--- config.mk ---
export PLATFORM = sky130hd
export DESIGN_NAME = sensor_frame_parser_dual_checksum
export DESIGN_NICKNAME = d
export VERILOG_FILES = /design/src/hw/rtl/sfp_pkg.sv /design/src/hw/rtl/sfp_parser.sv /design/src/hw/rtl/sfp_out_buf.sv /design/src/hw/rtl/sensor_frame_parser_dual_checksum.sv
export SDC_FILE = /design/constraint.sdc
export NUM_CORES = 1
export LEC_CHECK = 0
export BUFFER_PORTS_ARGS = -buffer_cell sky130_fd_sc_hd__buf_2
export CAP_MARGIN = 25
export CORE_ASPECT_RATIO = 1.1
export CORE_MARGIN = 1
export CORE_UTILIZATION = 35
export DETAILED_ROUTE_END_ITERATION = 7
export GPL_TIMING_DRIVEN = 0
export PLACE_DENSITY = 0.49
export SLEW_MARGIN = 25
export SYNTH_ARGS = -nofsm -noshare
export SYNTH_HDL_FRONTEND = slang
export SYNTH_SLANG_ARGS = --single-unit
--- constraint.sdc ---
create_clock -name clk -period 17.9 [get_ports clk]
set_clock_uncertainty 0.1 [all_clocks]
set_input_delay 0.895 -clock clk [delete_from_list [all_inputs] [get_ports clk]]
set_output_delay 0.895 -clock clk [all_outputs]
set_load 0.01 [all_outputs]
--- src/hw/rtl/sfp_pkg.sv ---
// ----------------------------------------------------------------------------
// sfp_pkg
// Shared types and constants for the sensor frame parser with dual checksum.
// ----------------------------------------------------------------------------
package sfp_pkg;

	localparam logic [7:0] HDR_FIRST  = 8'hAA;
	localparam logic [7:0] HDR_SECOND = 8'hFF;
	localparam logic [7:0] ID_FLOW    = 8'h51;
	localparam logic [7:0] ID_RANGE   = 8'h34;
	localparam logic [7:0] ID_ATT     = 8'h04;
	localparam logic [7:0] FLOW_MODE  = 8'h02;

	localparam logic [1:0] KIND_FLOW  = 2'd0;
	localparam logic [1:0] KIND_RANGE = 2'd1;
	localparam logic [1:0] KIND_ATT   = 2'd2;

	localparam int POS_W = 5;

	localparam logic [POS_W-1:0] LEN_FLOW  = 5'd21;
	localparam logic [POS_W-1:0] LEN_RANGE = 5'd13;
	localparam logic [POS_W-1:0] LEN_ATT   = 5'd15;

	localparam int TDATA_W = 120;

	typedef struct packed {
		logic [1:0]         frame_kind;
		logic               checksum_ok;
		logic [7:0]         status_code;
		logic signed [15:0] word_a;
		logic signed [15:0] word_b;
		logic signed [15:0] word_c;
		logic signed [15:0] word_d;
		logic [31:0]        distance_cm;
		logic [7:0]         quality;
	} res_t;

endpackage

--- src/hw/rtl/sfp_parser.sv ---
// ----------------------------------------------------------------------------
// sfp_parser
// Frame state machine: header hunt, ID decode, field capture and the
// running sum / sum-of-sums checks. Emits one result at frame end.
// ----------------------------------------------------------------------------
module sfp_parser (
	input  logic          clk,
	input  logic          arst_n,
	input  logic          in_valid,
	input  logic [7:0]    in_byte,
	input  logic          res_stall,
	output logic          take,
	output logic          res_valid,
	output sfp_pkg::res_t res
);

	typedef enum logic [1:0] {
		PH_HUNT,
		PH_HEAD,
		PH_ID,
		PH_BODY
	} phase_t;

	phase_t                     phase_q;
	logic [sfp_pkg::POS_W-1:0]  pos_q;
	logic [1:0]                 kind_q;
	logic [7:0]                 sum_q;
	logic [7:0]                 sos_q;

	logic [7:0]                 status_q;
	logic signed [15:0]         wa_q;
	logic signed [15:0]         wb_q;
	logic signed [15:0]         wc_q;
	logic signed [15:0]         wd_q;
	logic [31:0]                dist_q;
	logic [7:0]                 qual_q;
	logic [7:0]                 chk_q;

	logic [sfp_pkg::POS_W-1:0]  len;
	logic [7:0]                 sum_n;
	logic [7:0]                 sos_n;
	logic                       last;
	logic                       add;
	logic                       bad_mode;
	logic                       id_known;
	logic [1:0]                 id_kind;

	always_comb begin
		case (kind_q)
			sfp_pkg::KIND_RANGE: len = sfp_pkg::LEN_RANGE;
			sfp_pkg::KIND_ATT:   len = sfp_pkg::LEN_ATT;
			default:             len = sfp_pkg::LEN_FLOW;
		endcase
	end

	always_comb begin
		id_known = 1'b1;
		case (in_byte)
			sfp_pkg::ID_FLOW:  id_kind = sfp_pkg::KIND_FLOW;
			sfp_pkg::ID_RANGE: id_kind = sfp_pkg::KIND_RANGE;
			sfp_pkg::ID_ATT:   id_kind = sfp_pkg::KIND_ATT;
			default: begin
				id_kind  = sfp_pkg::KIND_FLOW;
				id_known = 1'b0;
			end
		endcase
	end

	assign sum_n    = sum_q + in_byte;
	assign sos_n    = sos_q + sum_n;
	assign add      = pos_q < (len - 5'd2);
	assign bad_mode = (kind_q == sfp_pkg::KIND_FLOW) && (pos_q == 5'd4)
		&& (in_byte != sfp_pkg::FLOW_MODE);
	assign last     = (phase_q == PH_BODY) && (pos_q == (len - 5'd1));

	assign take      = in_valid && !(last && res_stall);
	assign res_valid = take && last;

	always_ff @(posedge clk or negedge arst_n) begin
		if (!arst_n) begin
			phase_q <= PH_HUNT;
			pos_q   <= '0;
			kind_q  <= sfp_pkg::KIND_FLOW;
			sum_q   <= '0;
			sos_q   <= '0;
		end else if (take) begin
			case (phase_q)
				PH_HUNT: begin
					if (in_byte == sfp_pkg::HDR_FIRST) begin
						pos_q   <= 5'd1;
						sum_q   <= in_byte;
						sos_q   <= in_byte;
						phase_q <= PH_HEAD;
					end
				end
				PH_HEAD: begin
					if (in_byte == sfp_pkg::HDR_SECOND) begin
						pos_q   <= pos_q + 5'd1;
						sum_q   <= sum_n;
						sos_q   <= sos_n;
						phase_q <= PH_ID;
					end else begin
						phase_q <= PH_HUNT;
					end
				end
				PH_ID: begin
					if (id_known) begin
						kind_q  <= id_kind;
						pos_q   <= pos_q + 5'd1;
						sum_q   <= sum_n;
						sos_q   <= sos_n;
						phase_q <= PH_BODY;
					end else begin
						phase_q <= PH_HUNT;
					end
				end
				PH_BODY: begin
					if (bad_mode) begin
						phase_q <= PH_HUNT;
					end else begin
						pos_q <= pos_q + 5'd1;
						if (add) begin
							sum_q <= sum_n;
							sos_q <= sos_n;
						end
						if (last) begin
							phase_q <= PH_HUNT;
						end
					end
				end
				default: phase_q <= PH_HUNT;
			endcase
		end
	end

	// field capture by byte position
	always_ff @(posedge clk) begin
		if (take && phase_q == PH_BODY) begin
			if (pos_q == (len - 5'd2)) begin
				chk_q <= in_byte;
			end
			case (kind_q)
				sfp_pkg::KIND_RANGE: begin
					case (pos_q)
						5'd4:    status_q      <= in_byte;
						5'd5:    wa_q[7:0]     <= in_byte;
						5'd6:    wa_q[15:8]    <= in_byte;
						5'd7:    dist_q[7:0]   <= in_byte;
						5'd8:    dist_q[15:8]  <= in_byte;
						5'd9:    dist_q[23:16] <= in_byte;
						5'd10:   dist_q[31:24] <= in_byte;
						default: ;
					endcase
				end
				sfp_pkg::KIND_ATT: begin
					case (pos_q)
						5'd4:    wa_q[7:0]  <= in_byte;
						5'd5:    wa_q[15:8] <= in_byte;
						5'd6:    wb_q[7:0]  <= in_byte;
						5'd7:    wb_q[15:8] <= in_byte;
						5'd8:    wc_q[7:0]  <= in_byte;
						5'd9:    wc_q[15:8] <= in_byte;
						5'd10:   wd_q[7:0]  <= in_byte;
						5'd11:   wd_q[15:8] <= in_byte;
						5'd12:   status_q   <= in_byte;
						default: ;
					endcase
				end
				default: begin
					case (pos_q)
						5'd5:    status_q   <= in_byte;
						5'd6:    wa_q[7:0]  <= in_byte;
						5'd7:    wa_q[15:8] <= in_byte;
						5'd8:    wb_q[7:0]  <= in_byte;
						5'd9:    wb_q[15:8] <= in_byte;
						5'd10:   wc_q[7:0]  <= in_byte;
						5'd11:   wc_q[15:8] <= in_byte;
						5'd12:   wd_q[7:0]  <= in_byte;
						5'd13:   wd_q[15:8] <= in_byte;
						5'd18:   qual_q     <= in_byte;
						default: ;
					endcase
				end
			endcase
		end
	end

	// last byte is the sum-of-sums check, compared as it arrives
	always_comb begin
		res             = '0;
		res.frame_kind  = kind_q;
		res.checksum_ok = (sum_q == chk_q) && (sos_q == in_byte);
		case (kind_q)
			sfp_pkg::KIND_RANGE: begin
				res.status_code = status_q;
				res.word_a      = wa_q;
				res.distance_cm = dist_q;
			end
			sfp_pkg::KIND_ATT: begin
				res.status_code = status_q;
				res.word_a      = wa_q;
				res.word_b      = wb_q;
				res.word_c      = wc_q;
				res.word_d      = wd_q;
			end
			default: begin
				res.status_code = status_q;
				res.word_a      = wa_q;
				res.word_b      = -wb_q;
				res.word_c      = wc_q;
				res.word_d      = -wd_q;
				res.quality     = qual_q;
			end
		endcase
	end

endmodule

--- src/hw/rtl/sfp_out_buf.sv ---
// ----------------------------------------------------------------------------
// sfp_out_buf
// Result register towards the master side; holds an item until taken.
// ----------------------------------------------------------------------------
module sfp_out_buf (
	input  logic          clk,
	input  logic          arst_n,
	input  logic          load,
	input  sfp_pkg::res_t res_in,
	input  logic          ready,
	output logic          valid,
	output logic          stall,
	output sfp_pkg::res_t res_out
);

	logic          valid_q;
	sfp_pkg::res_t res_q;

	always_ff @(posedge clk or negedge arst_n) begin
		if (!arst_n) begin
			valid_q <= 1'b0;
		end else if (load) begin
			valid_q <= 1'b1;
		end else if (ready) begin
			valid_q <= 1'b0;
		end
	end

	always_ff @(posedge clk) begin
		if (load) begin
			res_q <= res_in;
		end
	end

	assign valid   = valid_q;
	assign stall   = valid_q && !ready;
	assign res_out = res_q;

endmodule

--- src/hw/rtl/sensor_frame_parser_dual_checksum.sv ---
// ----------------------------------------------------------------------------
// sensor_frame_parser_dual_checksum
// Serial sensor frame parser with sum and sum-of-sums checks.
// ----------------------------------------------------------------------------
// Slave side takes one received byte per item. The parser hunts for the
// header AA FF, decodes the ID (optical flow, range, attitude) and captures
// the little-endian fields of the fixed-length frame as the bytes pass.
// Master side gives one item per complete frame, with the kind in tuser and
// the decoded fields plus the check flag in tdata; frames with a bad flow
// mode or an unknown ID give nothing.
// Throughput: one byte per cycle, set by the input register feeding the
// parser state, unless a frame's last byte waits on a held result.
// The last frame byte passes the input register, then the result register
// loads the result, which is then valid on the master side.
// Reset clears the parser to header hunt and empties both registers.
// If the receiver stalls, bytes keep flowing until the last byte of the next
// frame reaches the parser while the previous result is still held; tready
// then drops until the result is taken.
// ----------------------------------------------------------------------------
module sensor_frame_parser_dual_checksum (
	input  logic                         clk,
	input  logic                         arst_n,
	input  logic                         s_tvalid,
	output logic                         s_tready,
	input  logic [7:0]                   s_tdata,  // [7:0] rx_byte
	output logic                         m_tvalid,
	input  logic                         m_tready,
	// [0] checksum_ok, [8:1] status_code, [24:9] word_a, [40:25] word_b,
	// [56:41] word_c, [72:57] word_d, [104:73] distance_cm, [112:105] quality
	output logic [sfp_pkg::TDATA_W-1:0] m_tdata,
	output logic [1:0]                   m_tuser   // [1:0] frame_kind
);

	logic          valid_s1;
	logic [7:0]    byte_s1;
	logic          take;
	logic          res_valid;
	logic          stall;
	sfp_pkg::res_t res;
	sfp_pkg::res_t res_out;

	assign s_tready = !valid_s1 || take;

	always_ff @(posedge clk or negedge arst_n) begin
		if (!arst_n) begin
			valid_s1 <= 1'b0;
		end else if (s_tready) begin
			valid_s1 <= s_tvalid;
		end
	end

	always_ff @(posedge clk) begin
		if (s_tready && s_tvalid) begin
			byte_s1 <= s_tdata;
		end
	end

	sfp_parser u_parser (
		.clk       (clk),
		.arst_n    (arst_n),
		.in_valid  (valid_s1),
		.in_byte   (byte_s1),
		.res_stall (stall),
		.take      (take),
		.res_valid (res_valid),
		.res       (res)
	);

	sfp_out_buf u_out_buf (
		.clk     (clk),
		.arst_n  (arst_n),
		.load    (res_valid),
		.res_in  (res),
		.ready   (m_tready),
		.valid   (m_tvalid),
		.stall   (stall),
		.res_out (res_out)
	);

	assign m_tuser = res_out.frame_kind;
	assign m_tdata = {7'd0, res_out.quality, res_out.distance_cm,
		res_out.word_d, res_out.word_c, res_out.word_b, res_out.word_a,
		res_out.status_code, res_out.checksum_ok};

endmodule

==> summary.md, run 1 <==
| Metric | Value |
|---|---|
| Outcome | complete, no violations |
| Worst Setup End Kind | output pin |
| CTS tree | done |
| Fmax | 232.5 MHz |
| DR pass1 iterations | 5 |
| CTS clock-pin slew for the worst setup and hold paths | 0.06 ns |
| Most used cell, CP | inv_1 |
| Power Total | ~1600 µW |
| Arrival time worst endpoint | ~3.3 ns |
| Max IR drop VDD | approximately 0.000068 V |
| Unrepaired setup endpoints after global routing | no |
| Crit path launch type | flip-flop |
| Total negative slack | 0 ns |
| Core area | roughly 31000 µm² |
| Routed len/inst | 17.70 µm |
| Total Wirelength | between 20000 and 25000 µm |
| Hpwl dp | between 15000 and 20000 µm |
| GP Congestion | about 0.79 |
| Global-route wire length before repair | 37530 µm |
| CTS sink cnt | 270 |
| Die height | between 150 and 200 µm |
| Row count | 68 |
| Met1 Usage GRT | 0.2040 |
| Post-route ant nets | 0 |
| YS warnings | 0 |
| Initial Utilization | 0.3547 |
| CTS resizes | 0 |
| Sw power | between 400 and 500 µW |
| Internal Power | ~1200 µW |
| Endpoints failing hold | 0 |
| Layout area overhead | 21.34% |
| CTS max path bufs | 3 |
| Grt peak-use layer | met2 |
| Vias | around 6.6k |
| Multi-input logic area | ~2900 µm² |
| Comb pwr share | 0.217 |
| Fill count | slightly below 3k |
| Fin. max-slew vios | 0 |
| Power Dens Cells | ~120 nW/µm² |
| Final net count | roughly 1k |
| Die area | between 30000 and 40000 µm² |
| Antenna Cells | 0 |
| CTS Hold Bufs | 0 |
| Initial antenna violation count | 0 |
| Primary FF master, synth | edfxtp_1 |
| Mapped cell area | approximately 11000 µm² |
| Crit-path leading delay family | adder cells |
| Cells after Synth | 770 |
| Hold Crit Class | in2async |
| Die X | 171.9 µm |
| Pleak | about 0.0047 µW |
| Register share of total power | 0.453 |
| Rel. slew slack | 0.3139 |
| # Max-Cap Violations | 0 |
| GR Util met3 | 0.02583 |
| CTS Root Cell | clkbuf_16 |
| Worst path buffer plus inverter count | 5 |
| Number of global-route vias before repair | about 6.4k |
| Tmin final | 4.302 ns |
| DP Area | roughly 13000 µm² |
| FFs w/ async S/R, synth | 0.1000 |
| Least-Margin Pin Slew | just over 1 ns |
| Final Core Density | 0.4304 |
| Post-synth EDFFs | 243 |
| CP peak stage delay | about 0.46 ns |
| Drt drc | 0 |
| Share of layout cells above drive strength 1 | 0.2235 |
| WS Path Type | reg2out |
| Gr usage total | 0.1539 |
| GRT met2 Usage | 0.2588 |
| Slowest cell on crit path | ha_1 |
| Crit path cell chain | inv_1 -> ha_1 -> inv_1 -> clkbuf_1 -> ha_1 -> nand4_1 -> nor3_1 -> inv_1 -> buf_2 |
| Fin crit share | 0.2403 |
| # port buffers | 128 |
| Hold_ws | 0.2917 ns |
| Gr ovfl total | 0 |
| CP max FO | 10 |
| Buffer count from post-CTS setup fixing | 0 |
| #FFs+latches synth | between 200 and 300 |
| Final Cell Area | roughly 13000 µm² |
| Avg Vias per Cell | approximately 4.7 |
| Htree depth | 1 |
| Switching Fraction | 0.2858 |
| Register Area | 7973 µm² |
| Skew-Pair Late Insertion Delay | 0.55 ns |
| Ports | 136 |
| Pin count of the biggest net entering global routing | 28 |
| Clk network pwr share | 0.330 |
| Share of the yosys chip area belonging to registers | 0.7178 |
| TritonCTS Buffers | 28 |
| Initial DRC count | approximately 380 |
| Distinct cell type count after synthesis | 56 |
| Syn avg cell area | approximately 14 µm² |
| # setup viols final | 0 |
| Data required, critical path | roughly 17 ns |
[sequential cells by signal, summed over array words and instances (netlist names)]
name               cells
u_parser.sos_q         8
u_parser.wb_q         16
u_parser.sum_q         8
valid_s1               1
byte_s1                8
u_parser.pos_q         5
u_parser.wc_q         16
u_parser.dist_q       32
u_parser.chk_q         8
u_parser.phase_q       2
u_parser.wd_q         16
u_parser.status_q      8
u_parser.kind_q        2
u_out_buf.res_out    115
u_parser.wa_q         16
u_parser.qual_q        8
u_out_buf.valid        1
[per-stage QoR]
| step | std cells | setup slack, ns |
|---|---|---|
| 6_report | 1400 | 13.60 |
| 5_1_grt | 1400 | 13.34 |
| 4_1_cts | 1400 | 13.57 |
| 3_5_place_dp | 1348 | 13.59 |
| 3_3_place_gp | 1324 | 2.242 |
| 2_1_floorplan | 776 | 7.084 |
[power by group through the flow]
stage	registers (µW)	logic, µW	clock network [µW]
after floorplan	747	277	0
after global placement	765	340	0
after detailed placement	758	358	0
after CTS	744	360	559
after global routing	748	407	582
final	744	356	542
[cells in the mapped netlist (3+ instances only)]
| cell | count | area, µm² |
|---|---|---|
| edfxtp_1 | 243 | 7297 |
| and2_1 | 53 | 331.6 |
| nor2_1 | 52 | 195.2 |
| nand2_1 | 41 | 153.9 |
| xnor2_1 | 35 | 306.5 |
| a21oi_1 | 29 | 145.1 |
| ha_1 | 28 | 350.3 |
| o21ai_0 | 28 | 140.1 |
| dfrtp_1 | 27 | 675.7 |
| nand3_1 | 25 | 125.1 |
| inv_1 | 24 | 90.09 |
| clkbuf_1 | 19 | 71.32 |
| nor3_1 | 19 | 95.09 |
| nor2b_1 | 13 | 81.33 |
| a31oi_1 | 10 | 62.56 |
| xor2_1 | 10 | 87.58 |
| buf_4 | 8 | 60.06 |
| o31ai_1 | 8 | 60.06 |
| mux2i_1 | 7 | 70.07 |
| nand4_1 | 6 | 37.54 |
| nor4_1 | 6 | 37.54 |
| or3_1 | 6 | 37.54 |
| o211ai_1 | 5 | 37.54 |
| o21bai_1 | 5 | 37.54 |
| nand2b_1 | 4 | 25.02 |
| o22ai_1 | 4 | 25.02 |
| or2_2 | 4 | 25.02 |
| or4_1 | 4 | 30.03 |
| a21o_1 | 3 | 22.52 |
| a221o_1 | 3 | 30.03 |
| and3_1 | 3 | 18.77 |
| buf_2 | 3 | 15.01 |
| mux2_2 | 3 | 33.78 |
| o21a_1 | 3 | 22.52 |
[area by class of cell]
cell class / instances / share of cell area
Sequential cell: 270 / 0.5916
Clock inverter: 15 / 0.009563
Multi-Input combinational cell: 450 / 0.2186
Timing Repair Buffer: 152 / 0.06805
Buffer: 32 / 0.01198
Clock buffer: 37 / 0.05450
Inverter: 24 / 0.006685
Tap cell: 420 / 0.03899
[layer usage]
| layer | wire, µm | up-vias |
|---|---|---|
| met5 | 0 | - |
| met3 | 1144 | 41 |
| met2 | 12120 | 166 |
| met4 | 486 | 0 |
| li1 | - | 3220 |
| met1 | 11020 | 3206 |
[cells in the final DEF (no fill, tap or decap), types with 28 or more instances in the layout]
master and n:
o21ai_0 28, a21oi_1 29, clkbuf_16 28, ha_1 28
clkbuf_1 28, buf_2 131, xnor2_1 35, and2_1 53
edfxtp_1 243, nand2_1 41, nor2_1 52
[logic make-up after synthesis]
logic type / synth area share
mux: 0.009350
compound gates: 0.06523
simple gates: 0.1140
flops: 0.7178
other cells: 0.0003376
fa+ha+maj: 0.03515
xor+xnor: 0.03548
buf+inv: 0.02264
[worst paths after layout]
path,to,depth (start not counted),slack [ns],startpoint
max in group asynchronous,u_parser.sos_q[3]$_DFFE_PN0P_,1,16.92,arst_n
worst min register to register,u_out_buf.res_out[89]$_DFFE_PP_,0,0.32,u_parser.wa_q[1]$_DFFE_PP_
worst max-delay path,s_tready,9,13.60,u_parser.kind_q[1]$_DFFE_PN0P_
min in group clk,u_out_buf.res_out[89]$_DFFE_PP_,0,0.32,u_parser.wa_q[1]$_DFFE_PP_
worst min-delay path,u_parser.sum_q[3]$_DFFE_PN0P_,1,0.29,arst_n
worst max register to register,u_parser.wd_q[12]$_DFFE_PP_,9,13.60,u_parser.kind_q[0]$_DFFE_PN0P_
Note: power is estimated with default switching activity, not from simulation.
==> inputs of run 2 (changes only) <==
Settings changed: PLACE_DENSITY 0.49 to 0.51.
Clock period 17.9 ns to 3.75 ns, I/O delays scaled along.
==> run 2 against run 1 <==
- hold slack lost 0.23 ns
- total power rose to 5.1 times the previous value
- sequential power grew to 4.8 times the previous value
- utilization grew 1.0 points
- via count is 0.47% higher
- global-route usage up 0.22 points
- count of clock-buffer cells in the layout fell by 7
- non-clock buffer count rose by 12
- first-iteration DRC count up 10%
- register-to-register slack lost 13 ns
- wire length rose by 1.3%
==> summary.md, run 2 (synthesized netlist as in run 1, its figures left out) <==
| Metric | Value |
|---|---|
| Outcome | complete, no violations |
| CTS Root Cell | clkbuf_16 |
| Power Total | 8329 µW (+410%) |
| Least-Margin Pin Slew | 0.9226 ns (-0.1044 ns) |
| Rel. slew slack | 0.3827 (+0.06875) |
| GP Congestion | 0.8175 (+3.1%) |
| Arrival time worst endpoint | 3.88 ns (+0.57 ns) |
| Crit path launch type | flip-flop |
| Total negative slack | 0 ns (unchanged) |
| CTS tree | done |
| # setup viols final | 0 (unchanged) |
| Ports | 136 (unchanged) |
| Vias | 6664 (+0.47%) |
| Fin crit share | 0.9572 |
| Initial Utilization | 0.3547 (unchanged) |
| Data required, critical path | 4.04 ns (-12.87 ns) |
| Pleak | 0.004798 µW (+3.1%) |
| Global-route wire length before repair | 38090 µm (+1.5%) |
| CTS max path bufs | 3 (unchanged) |
| DR pass1 iterations | 4 (-1) |
| Layout area overhead | 24.24% |
| Die area | 32450 µm² (unchanged) |
| Tmin final | between 3 and 4 ns |
| Max reg flops | 115 (unchanged) |
| Initial DRC count | 421 (+10%) |
| Die X | 171.9 µm (unchanged) |
| Antenna Cells | 0 (unchanged) |
| Hold Crit Class | in2reg |
| Core area | 31310 µm² (unchanged) |
| # port buffers | 128 (unchanged) |
| Routed len/inst | 17.77 µm (+0.43%) |
| Avg Vias per Cell | 4.720 (-0.39%) |
| CP max FO | 13 (+3) |
| Max IR drop VDD | 0.0003272 V (+380%) |
| Share of layout cells above drive strength 1 | 0.2419 (+0.01847) |
| Power Dens Cells | 603.6 nW/µm² (+400%) |
| Final net count | 1012 (+1.2%) |
| Post-route ant nets | 0 (unchanged) |
| Endpoints failing hold | 0 (unchanged) |
| Initial antenna violation count | 0 (unchanged) |
| Unrepaired setup endpoints after global routing | no |
| Total Wirelength | 25100 µm (+1.3%) |
| Worst Setup End Kind | flip-flop |
| Post-Layout Cell Count | 1412 (+0.86%) |
| Skew-Pair Late Insertion Delay | 0.56 ns (about the same) |
| WS Path Type | reg2reg |
| Commonest non-fill, non-tap cell in the layout | edfxtp_1 |
| TritonCTS Buffers | 28 (unchanged) |
| Pin count of the biggest net entering global routing | 28 (unchanged) |
| Htree depth | 1 (unchanged) |
| Die height | 188.8 µm (unchanged) |
| Commonest cells after routing, fill and taps aside | 243 x edfxtp_1, 130 x buf_2, 53 x and2_1 |
| Fin. max-slew vios | 0 (unchanged) |
| Gr usage total | 0.1561 (+0.002235) |
| Hpwl dp | 17060 µm (-2.1%) |
| Drt drc | 0 (unchanged) |
| # Max-Cap Violations | 0 (unchanged) |
| Fmax | roughly 280 MHz |
| Gr ovfl total | 0 (unchanged) |
| CTS clock-pin slew for the worst setup and hold paths | 0.06 ns (about the same) |
| CTS sink cnt | 270 (unchanged) |
| Post-placement cell count | 1341 (-0.52%) |
| Row count | 68 (unchanged) |
| Number of global-route vias before repair | 6542 (+2.3%) |
[run 2: layout make-up]
cell class	count	area, µm²
Buffer	31	170.2
Clock buffer	30	708.2
Clock inverter	22	295.3
Fill cell	2915	17510
Inverter	24	90.09
Multi-Input combinational cell	450	3000
Sequential cell	270	7973
Tap cell	420	525.5
Timing Repair Buffer	165	1037
[run 2: repair_timing]
| action | in CTS | in global routing |
|---|---|---|
| buffers inserted | 3 | 6 |
| resized for setup | 3 | 1 |
| pin swaps | 0 | 1 |
| hold buffers | 10 | 0 |
| endpoints found under the setup margin | 13 | 32 |
| endpoints found under the hold margin | 36 | 0 |
[run 2: final timing paths]
kind                                                  start                               end  slack, ns  cells past startpoint
worst max-delay path                   byte_s1[7]$_DFFE_PP_     u_parser.sum_q[4]$_DFFE_PN0P_       0.16                      8
worst min-delay path                               m_tready       u_out_buf.valid$_DFFE_PN0P_       0.06                      3
worst max register to register         byte_s1[7]$_DFFE_PP_     u_parser.sum_q[4]$_DFFE_PN0P_       0.16                      8
worst min register to register  u_parser.wa_q[13]$_DFFE_PP_  u_out_buf.res_out[101]$_DFFE_PP_       0.32                      0
max in group asynchronous                            arst_n     u_parser.sum_q[6]$_DFFE_PN0P_       2.90                      2
min in group asynchronous                            arst_n     u_parser.sos_q[0]$_DFFE_PN0P_       0.14                      2
[run 2: stage by stage]
stage          hold WS [ns]  setup WS (ns)  utilization  instance area, µm²
3_5_place_dp         0.1924        -0.4740       0.4020               12590
4_1_cts             0.02779        0.04415       0.4383               13720
3_3_place_gp         0.1905         -2.993       0.3942               12340
6_report            0.06102         0.1604       0.4407               13800
5_1_grt             0.07748       0.009491       0.4407               13800
2_1_floorplan       -0.2081         -1.153            -               11180
[run 2: power by group]
group,switching [µW],internal [µW]
sequential,150,3390
clock,1170,1790
combinational,1020,809
total,2340,5990
[run 2: critical path: stages, from the launching register on]
cell       delay [ns]
edfxtp_1         0.70
buf_8            0.28
or4_4            0.43
or4_4            0.49
o211a_2          0.16
a2111oi_1        0.53
buf_4            0.30
buf_2            0.27
a31oi_1          0.13
[run 2: per-layer routing]
layer,global-route usage,vias to the layer above,share of wire
met5,0,-,0
li1,-,3246,-
met2,0.2702,152,0.50
met1,0.2051,3228,0.43
met3,0.02016,38,0.047
met4,0.04084,0,0.022
